### src/design/dbd_pkg.sv
// Shared types, codes and id lookup tables for the D-BUS packet deframer.
// No dependencies; used by dbd_parse and dbus_packet_deframer.
package dbd_pkg;

	localparam logic [7:0] START_BYTE   = 8'h98;
	localparam logic [7:0] RESYNC_CMD_A = 8'h15;
	localparam logic [7:0] RESYNC_CMD_B = 8'h56;

	typedef logic [4:0] cmd_idx_t;
	// Table position given to a command id that is not in the table
	localparam cmd_idx_t CMD_UNKNOWN = 5'd18;

	typedef enum logic [1:0] {
		PH_HEADER,
		PH_DATA,
		PH_CKLOW,
		PH_CKHIGH
	} phase_t;

	typedef enum logic [2:0] {
		KIND_HEADER   = 3'd0,
		KIND_DATA     = 3'd1,
		KIND_CHECKSUM = 3'd2,
		KIND_ERROR    = 3'd3,
		KIND_WARNING  = 3'd4
	} kind_t;

	typedef enum logic {
		ERR_MACHINE = 1'b0,
		ERR_COMMAND = 1'b1
	} err_t;

	typedef struct packed {
		logic        valid;
		kind_t       kind;
		logic        direction;
		logic [7:0]  machine;
		cmd_idx_t    command;
		logic [15:0] length;
		logic [7:0]  data;
		logic        last;
		logic [15:0] checksum;
		err_t        error;
	} dbd_result_t;

	// Machine ids sent by the calculator side
	function automatic logic mach_upper(input logic [7:0] b);
		logic r;
		case (b) inside
			8'h82, 8'h83, 8'h85, 8'h86, 8'h74, 8'h98, 8'h88, 8'h89, 8'h73: r = 1'b1;
			default: r = 1'b0;
		endcase
		return r;
	endfunction

	function automatic logic mach_known(input logic [7:0] b);
		logic r;
		case (b) inside
			8'h00, 8'h02, 8'h03, 8'h05, 8'h06, 8'h07, 8'h08, 8'h09, 8'h23: r = 1'b1;
			default: r = mach_upper(b);
		endcase
		return r;
	endfunction

	function automatic cmd_idx_t cmd_lookup(input logic [7:0] b);
		cmd_idx_t r;
		case (b)
			8'h06:   r = 5'd0;
			8'h09:   r = 5'd1;
			8'h15:   r = 5'd2;
			8'h2d:   r = 5'd3;
			8'h36:   r = 5'd4;
			8'h47:   r = 5'd5;
			8'h56:   r = 5'd6;
			8'h5a:   r = 5'd7;
			8'h68:   r = 5'd8;
			8'h6d:   r = 5'd9;
			8'h74:   r = 5'd10;
			8'h78:   r = 5'd11;
			8'h87:   r = 5'd12;
			8'h88:   r = 5'd13;
			8'h92:   r = 5'd14;
			8'ha2:   r = 5'd15;
			8'hb7:   r = 5'd16;
			8'hc9:   r = 5'd17;
			default: r = CMD_UNKNOWN;
		endcase
		return r;
	endfunction

	function automatic logic cmd_has_data(input cmd_idx_t idx);
		logic r;
		case (idx) inside
			5'd0, 5'd2, 5'd4, 5'd5, 5'd7, 5'd13, 5'd15, 5'd16, 5'd17: r = 1'b1;
			default: r = 1'b0;
		endcase
		return r;
	endfunction

endpackage

### src/design/dbus_packet_deframer.sv
// D-BUS packet deframer top level; uses dbd_pkg and dbd_parse.
// An accepted byte is captured in the input register, parsed there, and its result is
// loaded into the result register, which raises out_valid. Throughput: one link byte
// per cycle while no result stalls; the input register empties whenever the result
// register is free or being taken, so a stalled result still lets one byte in.
// Reset (arst_n low, asynchronous): header phase, all counters cleared, resync off.
module dbus_packet_deframer import dbd_pkg::*; (
	input  logic        clk,
	input  logic        arst_n,
	// configuration
	input  logic        cfg_wr_en,
	input  logic        cfg_wr_data,
	// link bytes in
	input  logic        in_valid,
	output logic        in_stall,
	input  logic [7:0]  link_byte,
	// results out
	output logic        out_valid,
	input  logic        out_stall,
	output logic [2:0]  result_kind,
	output logic        direction,
	output logic [7:0]  machine_byte,
	output logic [4:0]  command_index,
	output logic [15:0] packet_length,
	output logic [7:0]  data_byte,
	output logic        last_data,
	output logic [15:0] checksum_value,
	output logic        error_code
);

	logic        resync_q;
	logic        valid_s1;
	logic [7:0]  byte_s1;
	logic        advance;
	dbd_result_t res;
	dbd_result_t res_ld;
	dbd_result_t out_q;

	// The result register is free when empty or when its beat leaves this cycle.
	assign advance  = !out_q.valid || !out_stall;
	// Hold the input beat only while it cannot move into the parser.
	assign in_stall = valid_s1 && !advance;

	always_ff @(posedge clk or negedge arst_n) begin
		if (!arst_n)
			resync_q <= 1'b0;
		else if (cfg_wr_en)
			resync_q <= cfg_wr_data;
	end

	// Input register
	always_ff @(posedge clk or negedge arst_n) begin
		if (!arst_n) begin
			valid_s1 <= 1'b0;
		end else if (!in_stall) begin
			valid_s1 <= in_valid;
		end
	end

	always_ff @(posedge clk) begin
		if (!in_stall && in_valid)
			byte_s1 <= link_byte;
	end

	// Parser: state advances once per input beat that moves on.
	dbd_parse u_parse (
		.clk     (clk),
		.arst_n  (arst_n),
		.step    (valid_s1 && advance),
		.byte_in (byte_s1),
		.resync  (resync_q),
		.res     (res)
	);

	// A beat without a result leaves the result register empty.
	always_comb begin
		res_ld       = res;
		res_ld.valid = valid_s1 && res.valid;
	end

	// Result register: load when free.
	always_ff @(posedge clk or negedge arst_n) begin
		if (!arst_n) begin
			out_q <= '0;
		end else if (advance) begin
			out_q <= res_ld;
		end
	end

	assign out_valid      = out_q.valid;
	assign result_kind    = out_q.kind;
	assign direction      = out_q.direction;
	assign machine_byte   = out_q.machine;
	assign command_index  = out_q.command;
	assign packet_length  = out_q.length;
	assign data_byte      = out_q.data;
	assign last_data      = out_q.last;
	assign checksum_value = out_q.checksum;
	assign error_code     = out_q.error;

	// An error result carries no direction or command.
	a_error_fields: assert property (@(posedge clk) disable iff (!arst_n)
		out_valid && result_kind == KIND_ERROR |-> !direction && command_index == 5'd0)
		else $error("error result with direction or command set");

	// Command index stays within the table.
	a_cmd_range: assert property (@(posedge clk) disable iff (!arst_n)
		out_valid |-> command_index < CMD_UNKNOWN)
		else $error("command index out of table");

	// The last-byte mark belongs to data results only.
	a_last_kind: assert property (@(posedge clk) disable iff (!arst_n)
		out_valid && last_data |-> result_kind == KIND_DATA)
		else $error("last mark on non-data result");

	// Nothing follows an error until reset.
	a_halt: assert property (@(posedge clk) disable iff (!arst_n)
		out_valid && !out_stall && result_kind == KIND_ERROR |=> !out_valid)
		else $error("result after error");

endmodule

### src/design/dbd_parse.sv
// Packet parser: phase state machine, header/data/checksum state and result build.
// Depends on dbd_pkg.
module dbd_parse import dbd_pkg::*; (
	input  logic        clk,
	input  logic        arst_n,
	input  logic        step,
	input  logic [7:0]  byte_in,
	input  logic        resync,
	output dbd_result_t res
);

	phase_t      phase_q, phase_d;
	logic [1:0]  hcount_q, hcount_d;
	logic [7:0]  machine_q, machine_d;
	cmd_idx_t    command_q, command_d;
	logic [15:0] length_q, length_d;
	logic [15:0] dcount_q, dcount_d;
	logic [7:0]  held_q, held_d;
	logic        held_valid_q, held_valid_d;
	logic [7:0]  ck_low_q, ck_low_d;
	logic        halted_q, halted_d;

	logic        embedded;
	logic [16:0] dcount_inc;
	logic [15:0] length_full;
	logic        header_bad;

	assign embedded    = resync && held_q == START_BYTE
	                     && (byte_in == RESYNC_CMD_A || byte_in == RESYNC_CMD_B);
	assign dcount_inc  = {1'b0, dcount_q} + 17'd1;
	assign length_full = {byte_in, length_q[7:0]};
	assign header_bad  = !mach_known(machine_q) || command_q == CMD_UNKNOWN;

	// Next state
	always_comb begin
		phase_d      = phase_q;
		hcount_d     = hcount_q;
		machine_d    = machine_q;
		command_d    = command_q;
		length_d     = length_q;
		dcount_d     = dcount_q;
		held_d       = held_q;
		held_valid_d = held_valid_q;
		ck_low_d     = ck_low_q;
		halted_d     = halted_q;
		if (!halted_q) begin
			case (phase_q)
				PH_DATA: begin
					if (held_valid_q) begin
						if (embedded) begin
							phase_d      = PH_HEADER;
							machine_d    = START_BYTE;
							command_d    = cmd_lookup(byte_in);
							length_d     = '0;
							hcount_d     = 2'd2;
							held_valid_d = 1'b0;
							dcount_d     = '0;
						end else if (dcount_q < length_q) begin
							held_d   = byte_in;
							dcount_d = dcount_inc[15:0];
						end else begin
							held_valid_d = 1'b0;
							ck_low_d     = byte_in;
							phase_d      = PH_CKHIGH;
						end
					end else if (resync) begin
						held_d       = byte_in;
						held_valid_d = 1'b1;
						dcount_d     = dcount_inc[15:0];
					end else begin
						dcount_d = dcount_inc[15:0];
						if (dcount_inc >= {1'b0, length_q})
							phase_d = PH_CKLOW;
					end
				end
				PH_CKLOW: begin
					ck_low_d = byte_in;
					phase_d  = PH_CKHIGH;
				end
				PH_CKHIGH: begin
					phase_d  = PH_HEADER;
					hcount_d = 2'd0;
				end
				default: begin
					case (hcount_q)
						2'd0: begin
							machine_d = byte_in;
							hcount_d  = 2'd1;
						end
						2'd1: begin
							command_d = cmd_lookup(byte_in);
							hcount_d  = 2'd2;
						end
						2'd2: begin
							length_d = {8'd0, byte_in};
							hcount_d = 2'd3;
						end
						default: begin
							length_d = length_full;
							hcount_d = 2'd0;
							if (header_bad) begin
								halted_d = 1'b1;
							end else if (cmd_has_data(command_q) && length_full != 16'd0) begin
								phase_d      = PH_DATA;
								dcount_d     = '0;
								held_valid_d = 1'b0;
							end
						end
					endcase
				end
			endcase
		end
	end

	// Result for the current beat
	always_comb begin
		res           = '0;
		res.direction = mach_upper(machine_q);
		res.machine   = machine_q;
		res.command   = (command_q == CMD_UNKNOWN) ? '0 : command_q;
		res.length    = length_q;
		res.kind      = KIND_HEADER;
		res.error     = ERR_MACHINE;
		if (!halted_q) begin
			case (phase_q)
				PH_DATA: begin
					if (held_valid_q) begin
						res.valid = 1'b1;
						if (embedded) begin
							res.kind = KIND_WARNING;
						end else begin
							res.kind = KIND_DATA;
							res.data = held_q;
							res.last = dcount_q >= length_q;
						end
					end else if (!resync) begin
						res.valid = 1'b1;
						res.kind  = KIND_DATA;
						res.data  = byte_in;
						res.last  = dcount_inc >= {1'b0, length_q};
					end
				end
				PH_CKLOW: res.valid = 1'b0;
				PH_CKHIGH: begin
					res.valid    = 1'b1;
					res.kind     = KIND_CHECKSUM;
					res.checksum = {byte_in, ck_low_q};
				end
				default: begin
					if (hcount_q == 2'd3) begin
						res.valid  = 1'b1;
						res.length = length_full;
						if (header_bad) begin
							res.kind      = KIND_ERROR;
							res.direction = 1'b0;
							res.command   = '0;
							res.error     = mach_known(machine_q) ? ERR_COMMAND : ERR_MACHINE;
						end
					end
				end
			endcase
		end
	end

	always_ff @(posedge clk or negedge arst_n) begin
		if (!arst_n) begin
			phase_q      <= PH_HEADER;
			hcount_q     <= '0;
			machine_q    <= '0;
			command_q    <= '0;
			length_q     <= '0;
			dcount_q     <= '0;
			held_q       <= '0;
			held_valid_q <= 1'b0;
			ck_low_q     <= '0;
			halted_q     <= 1'b0;
		end else if (step) begin
			phase_q      <= phase_d;
			hcount_q     <= hcount_d;
			machine_q    <= machine_d;
			command_q    <= command_d;
			length_q     <= length_d;
			dcount_q     <= dcount_d;
			held_q       <= held_d;
			held_valid_q <= held_valid_d;
			ck_low_q     <= ck_low_d;
			halted_q     <= halted_d;
		end
	end

endmodule
### config.mk
export PLATFORM = sky130hd
export DESIGN_NAME = dbus_packet_deframer
export DESIGN_NICKNAME = d
export VERILOG_FILES = /design/src/design/dbd_pkg.sv /design/src/design/dbus_packet_deframer.sv /design/src/design/dbd_parse.sv
export SDC_FILE = /design/constraint.sdc
export NUM_CORES = 1
export LEC_CHECK = 0
export BUFFER_PORTS_ARGS = -buffer_cell sky130_fd_sc_hd__buf_2
export CAP_MARGIN = 20
export CORE_MARGIN = 2
export CORE_UTILIZATION = 48
export DETAILED_ROUTE_END_ITERATION = 12
export HOLD_SLACK_MARGIN = 0.12
export PLACE_DENSITY = 0.7
export REMOVE_ABC_BUFFERS = 1
export SYNTH_ARGS = -nofsm -noshare
export SYNTH_HDL_FRONTEND = slang
export SYNTH_SLANG_ARGS = --single-unit
### constraint.sdc
create_clock -name clk -period 3.15 [get_ports clk]
set_input_delay 0.4725 -clock clk [delete_from_list [all_inputs] [get_ports clk]]
set_output_delay 0.4725 -clock clk [all_outputs]
set_load 0.005 [all_outputs]
# Word level (Yosys, flattened, before mapping)
# Cells that the tools add are included.
# Widths: inputs -> output; s select.
dict set report totals {
  regBits 137
  output_inout_bits 61
  wordCells 227
  in_bits 14
}
dict set report op_classes {
  n_lt_le_gt_ge 3
  muxes 87
  n_addsub 1
  n_bitwise 3
  n_eq_ne 66
  n_reduce_logical 43
}
# cell n
set ops {}
lappend ops {{$mux 16} 9}
lappend ops {{$eq 8x8->1 const B} 14}
lappend ops {{$pmux 16 s2} 3}
lappend ops {{$pmux 5 s18} 1}
lappend ops {{$mux 8} 10}
lappend ops {{$eq 8x7->1 const B} 9}
lappend ops {{$mux 47} 1}
lappend ops {{$mux 21} 2}
lappend ops {{$mux 9} 4}
lappend ops {{$reduce_and 6->1} 6}
lappend ops {{$mux 5} 7}
lappend ops {{$eq 8x3->1 const B} 4}
lappend ops {{$pmux 8 s2} 2}
lappend ops {{$mux 1} 27}
lappend ops {{$reduce_or 9->1} 3}
lappend ops {{$eq 8x4->1 const B} 3}
lappend ops {{$eq 8x6->1 const B} 3}
lappend ops {{$mux 2} 10}
lappend ops {{$pmux 2 s3} 3}
lappend ops {{$add 16x1->17 const B} 1}
lappend ops {{$ge 17x16->1} 1}
lappend ops {{$eq 8x2->1 const B} 2}
lappend ops {{$ge 16x16->1} 1}
lappend ops {{$lt 16x16->1} 1}
lappend ops {{34 further kinds} 76}

# Depth between registers and ports, before layout
dict set report logic_depth {
  depth_word 15
  depth_mapped 14
  ltp_nobuf 14
}

# Modules after synthesis
# Synthesis repeated with hierarchy kept, for this count alone.
dict set report hier_totals {
  cells_unflattened 753
  hier_area_um2 8105.3
}
# module seq_area_each_um2 cells_per_inst instances area_per_inst_um2
set by_module_without_submodules {}
lappend by_module_without_submodules {dbd_parse 1676.6 610 1 5308.8}
lappend by_module_without_submodules {dbus_packet_deframer 1791.7 143 1 2796.4}

# Worst setup path after synthesis
# Ideal clock, no wire load.
dict set report synth_timing {
  path_kind {reg2reg}
  startpoint {reg u_parse.dcount_q[0]}
  endpoint {reg u_parse.phase_q[0]}
  synth_period_minus_slack_ns 3.066
  t_required_ns 3.029
  arrival_time_ns 2.945
  path_stages_with_launch 15
  slack_ns 0.084
  setup_time_ns 0.121
  n_path_buf 0
  cell_sequence {dfrtp_1 -> ha_1 -> and3_1 -> and3_1 -> nand3_1 -> nor2_1 -> xnor2_1 -> ha_1 -> nand4_1 -> nor3_1 -> o211ai_1 -> nand3_1 -> o22ai_1 -> or4b_4 -> o22a_1}
}
dict set report synth_via {
  elab_chain_cells 4
  elab_cells_between_ends 6
  cone_classes {add/sub (1); order compare (2); eq/ne (2); reduce/logical (1)}
}
# item line_no
set synth_lines {}
lappend synth_lines {{start: declaration} dbd_parse.sv:17} ;# logic [15:0] dcount_q, dcount_d;
lappend synth_lines {{start signal: assignment} dbd_parse.sv:183} ;# dcount_q <= dcount_d;
lappend synth_lines {{$add 16x1->17} dbd_parse.sv:30} ;# assign dcount_inc = {1'b0, dcount_q} + 17'd1;
lappend synth_lines {{$ge 17x16->1} dbd_parse.sv:72} ;# if (dcount_inc >= {1'b0, length_q})
lappend synth_lines {{$ne 3x1->1 (no line)} -}
lappend synth_lines {{$reduce_and 8->1 (no line) *} -}
lappend synth_lines {{end signal: assignment} dbd_parse.sv:178} ;# phase_q <= phase_d;
lappend synth_lines {{end: declaration} dbd_parse.sv:12} ;# phase_t phase_q, phase_d;
# Mark *: on every way between the ends. The rest lies on a longest branch, timed or not.
# A chain may end at the register's enable or synchronous reset.

# Worst setup path after layout
dict set report layout_timing {
  startpoint {reg u_parse.dcount_q[1]}
  endpoint {reg u_parse.phase_q[0]}
}
# Same word-level chain as after synthesis.

==> impl_metrics.py <==
metrics = {
    "status": {
        "status": "complete, no violations",
    },
    "timing": {
        "fin_crit_ns": 3.14,
        "rsz0062_at_grt": "yes",
        "max_freq_mhz": 319,
        "whs_ns": 0.221,
        "finalClockSkew_ns": 0.00437,
        "worst_pin_slew_ns": 0.975,
        "fin_crit_sh_pct": 99.7,
        "drv_slew": 0,
        "relSlewSlack_pct": 34.7,
        "finalSetupTns_ns": 0,
        "finalSetupViolations": 0,
        "hold_viol": 0,
    },
    "route": {
        "firstDrtPassIters": 5,
        "route.detailed.drc": 0,
        "wl_per_cell_um": 18.1,
        "initialDrtViolationCount": 534,
        "routed_wirelength_mm": 19.3,
        "vias_per_cell": 5.87,
        "antenna_left": 0,
        "vias": 6258,
    },
    "global_route": {
        "busiest_layer": "met2",
        "grt_pass1_vias": 5958,
        "use_met1_pct": 35.2,
        "grt_pass1_wl_mm": 31.1,
        "antenna_found_initial": 0,
        "grt.met2_usage_pct": 36.0,
        "grt_util_all_layers_pct": 24.4,
        "grt_util_met3_pct": 4.38,
        "grt_max_degree": 65,
        "grt_overflow_total": 0,
    },
    "floorplan": {
        "rows": 45,
        "initial_core_util_pct": 48.8,
        "core_area_um2": 15100,
        "fp.dieW_um": 128,
        "chipHeight_um": 128,
        "pin_count": 75,
        "die_area_um2": 16400,
    },
    "logic_synthesis": {
        "synth-seq-area-share_pct": 46.9,
        "netlist_top_cells_count": "dfrtp_1 (129), nand2_1 (100), o21ai_0 (60), inv_1 (46), ha_1 (42)",
        "synth_cell_types": 73,
        "synth_area_per_cell_um2": 9.68,
        "synth-seq-cells": 137,
        "async_reset_ff_share_pct": 94.2,
        "synth_most_common_cell": "dfrtp_1",
        "synth_cells": 763,
        "yosysTopAreaCell": "dfrtp_1",
        "synth-edff-count": 8,
        "synth_flop_cell": "dfrtp_1",
        "ys_warn_count": 0,
        "syn_area_um2": 7390,
        "synth_top_area_share_pct": 43.7,
        "ys_top_cells_by_area": "dfrtp_1 (44%), ha_1 (7.1%), nand2_1 (5.1%), o21ai_0 (4.1%), a22o_1 (3.3%)",
    },
    "setup_path": {
        "worstPathRequired_ns": 3.46,
        "path_cells": "ha_2, and3_4, and3_4, nand3_4, nor2_4, xnor2_2, ha_1, nand4_1, nor3_2, o211ai_1, nand3_1, o22ai_1, or4b_4, o22a_1",
        "slowest_delay_ns": 0.51,
        "endpoint_kind": "register",
        "crit_type": "register to register",
        "worstPathMaxFanout": 4,
        "worst-path-buf-inv": 0,
        "crit_family": "simple AND/OR/NAND/NOR gates",
        "start_kind": "register",
        "slowest_stage": "or4b_4",
        "cp_common_cell": "and3_4",
        "arrival_ns": 3.45,
    },
    "cells_and_area": {
        "instances_no_fill": 1066,
        "antennaDiodeCount": 0,
        "nets": 921,
        "final_util_pct": 58.4,
        "areaGrowthSynthToFinish_pct": 19.8,
        "drive_gt1_share_pct": 21.4,
    },
    "run": {
        "cap_violations": 0,
    },
    "placement": {
        "gp_congestion": 0.904,
        "portBuffers": 74,
        "detailedPlacementHpwl_mm": 14.0,
        "dp.cells": 1029,
    },
    "power_and_ir_drop": {
        "power_leakage_nw": 4.19,
        "ir_drop_mv": 0.511,
        "p_per_area_nw_per_um2": 950,
        "power_w": 0.00841,
    },
    "clocking": {
        "ctsLongestPathBuffers": 2,
        "root_buffer": "clkbuf_16",
        "clk_pin_slew_ns": 0.06,
        "cts.sinks": 137,
        "cts_made_buffers": 17,
        "clock_latency_ns": 0.42,
        "htree_levels": 4,
        "cts_tree": "built",
    },
    "min_path": {
        "hold_path.class": "input pin to register",
    },
}
layer usage:
| layer | wire length [µm] | part of all wire [%] | vias to the layer above |
|---|---|---|---|
| met5 | 0 | 0 | - |
| met4 | 495 | 2.6 | 0 |
| met3 | 1020 | 5.3 | 37 |
| met2 | 8500 | 44 | 211 |
| met1 | 9320 | 48 | 3049 |
| li1 | - | - | 2961 |
placed cells by master (no fill, tap or decap), types with 9 or more instances in the layout:
| master | Yosys | final |
|---|---|---|
| inv_1 | 46 | 46 |
| a31oi_1 | 10 | 10 |
| mux2i_1 | 10 | 10 |
| xnor2_1 | 11 | 9 |
| buf_2 | 4 | 73 |
| nor3_1 | 21 | 20 |
| o21ai_0 | 60 | 60 |
| clkbuf_16 | 0 | 17 |
| a22o_1 | 28 | 28 |
| a21oi_1 | 31 | 31 |
| nor2_1 | 32 | 30 |
| nand3_1 | 25 | 23 |
| ha_1 | 42 | 41 |
| nor2b_1 | 9 | 9 |
| buf_4 | 3 | 50 |
| nand2_1 | 100 | 100 |
| nand4_1 | 12 | 12 |
| dfrtp_1 | 129 | 129 |
path summary, 6_finish.rpt:
check	start	to	slack [ns]	depth (start not counted)
max in group asynchronous	arst_n	data_byte[2]$_DFFE_PN0N_	1.82	3
worst max-delay path	u_parse.dcount_q[1]$_DFFE_PN0P_	u_parse.phase_q[0]$_DFFE_PN0P_	0.01	14
min in group asynchronous	arst_n	machine_byte[5]$_DFFE_PN0N_	0.56	2
worst max register to register	u_parse.dcount_q[1]$_DFFE_PN0P_	u_parse.phase_q[0]$_DFFE_PN0P_	0.01	14
worst min register to register	machine_byte[4]$_DFFE_PN0N_	machine_byte[4]$_DFFE_PN0N_	0.46	2
worst min-delay path	link_byte[1]	byte_s1[1]$_DFFE_PP_	0.22	1
logic make-up (layout without fill, tap and decap cells):
kind of cell,count (synthesis),after routing,share of synthesized area [%]
adder cells (fa/ha/maj),42,42,7.11
XOR/XNOR,15,15,1.78
multiplexers,26,26,3.79
flip-flops,137,137,46.9
AO/OA/AOI/OAI,204,204,18.7
buffers and inverters,89,204,4.84
AND/OR/NAND/NOR,250,250,16.8
sequential cells by signal, summed over array words and instances, names as in the netlist, 2 cells and up, named ones only:
signal	count
checksum_value	16
packet_length	16
u_parse.dcount_q	16
u_parse.length_q	16
byte_s1	8
data_byte	8
machine_byte	8
u_parse.ck_low_q	8
u_parse.held_q	8
u_parse.machine_q	8
command_index	5
u_parse.command_q	5
result_kind	3
u_parse.hcount_q	2
cell type report:
type                            count  area [µm²]
Clock buffer                       19         443
Multi-Input combinational cell    537        3640
Inverter                           47         176
Fill cell                        1297        6300
Clock inverter                     13         119
Tap cell                          188         235
Sequential cell                   137        3470
Timing Repair Buffer              125         771
stage by stage:
stage	area, µm²	setup WS (ns)
floorplan	7210	0.0743
global placement	8180	0.109
detailed placement	8180	-0.0495
CTS	8770	0.0209
global route	8850	-0.0895
finish	8850	0.0107
worst register-to-register path, cell delays in order, from the launching register on:
cell      delay, ns
dfrtp_1        0.41
ha_2           0.20
and3_4         0.18
and3_4         0.21
nand3_4        0.10
nor2_4         0.12
xnor2_2        0.08
ha_1           0.31
nand4_1        0.15
nor3_2         0.20
o211ai_1       0.15
nand3_1        0.12
o22ai_1        0.12
or4b_4         0.51
o22a_1         0.19
timing repair:
action,CTS,global route
cloned,0,0
hold buffers,1,0
endpoints found under the hold margin,36,0
setup endpoints to repair,2,20
resized for setup,1,14
pin swaps,1,7
buffers inserted,2,2
power breakdown:
| part | internal [W] | leakage, nW | switching [W] |
|---|---|---|---|
| registers | 0.00238 | 1.75 | 0.000524 |
| clock network | 0.00111 | 0.269 | 0.000783 |
| logic | 0.00157 | 2.17 | 0.00204 |
No activity file was read; power rests on OpenSTA's default activity.
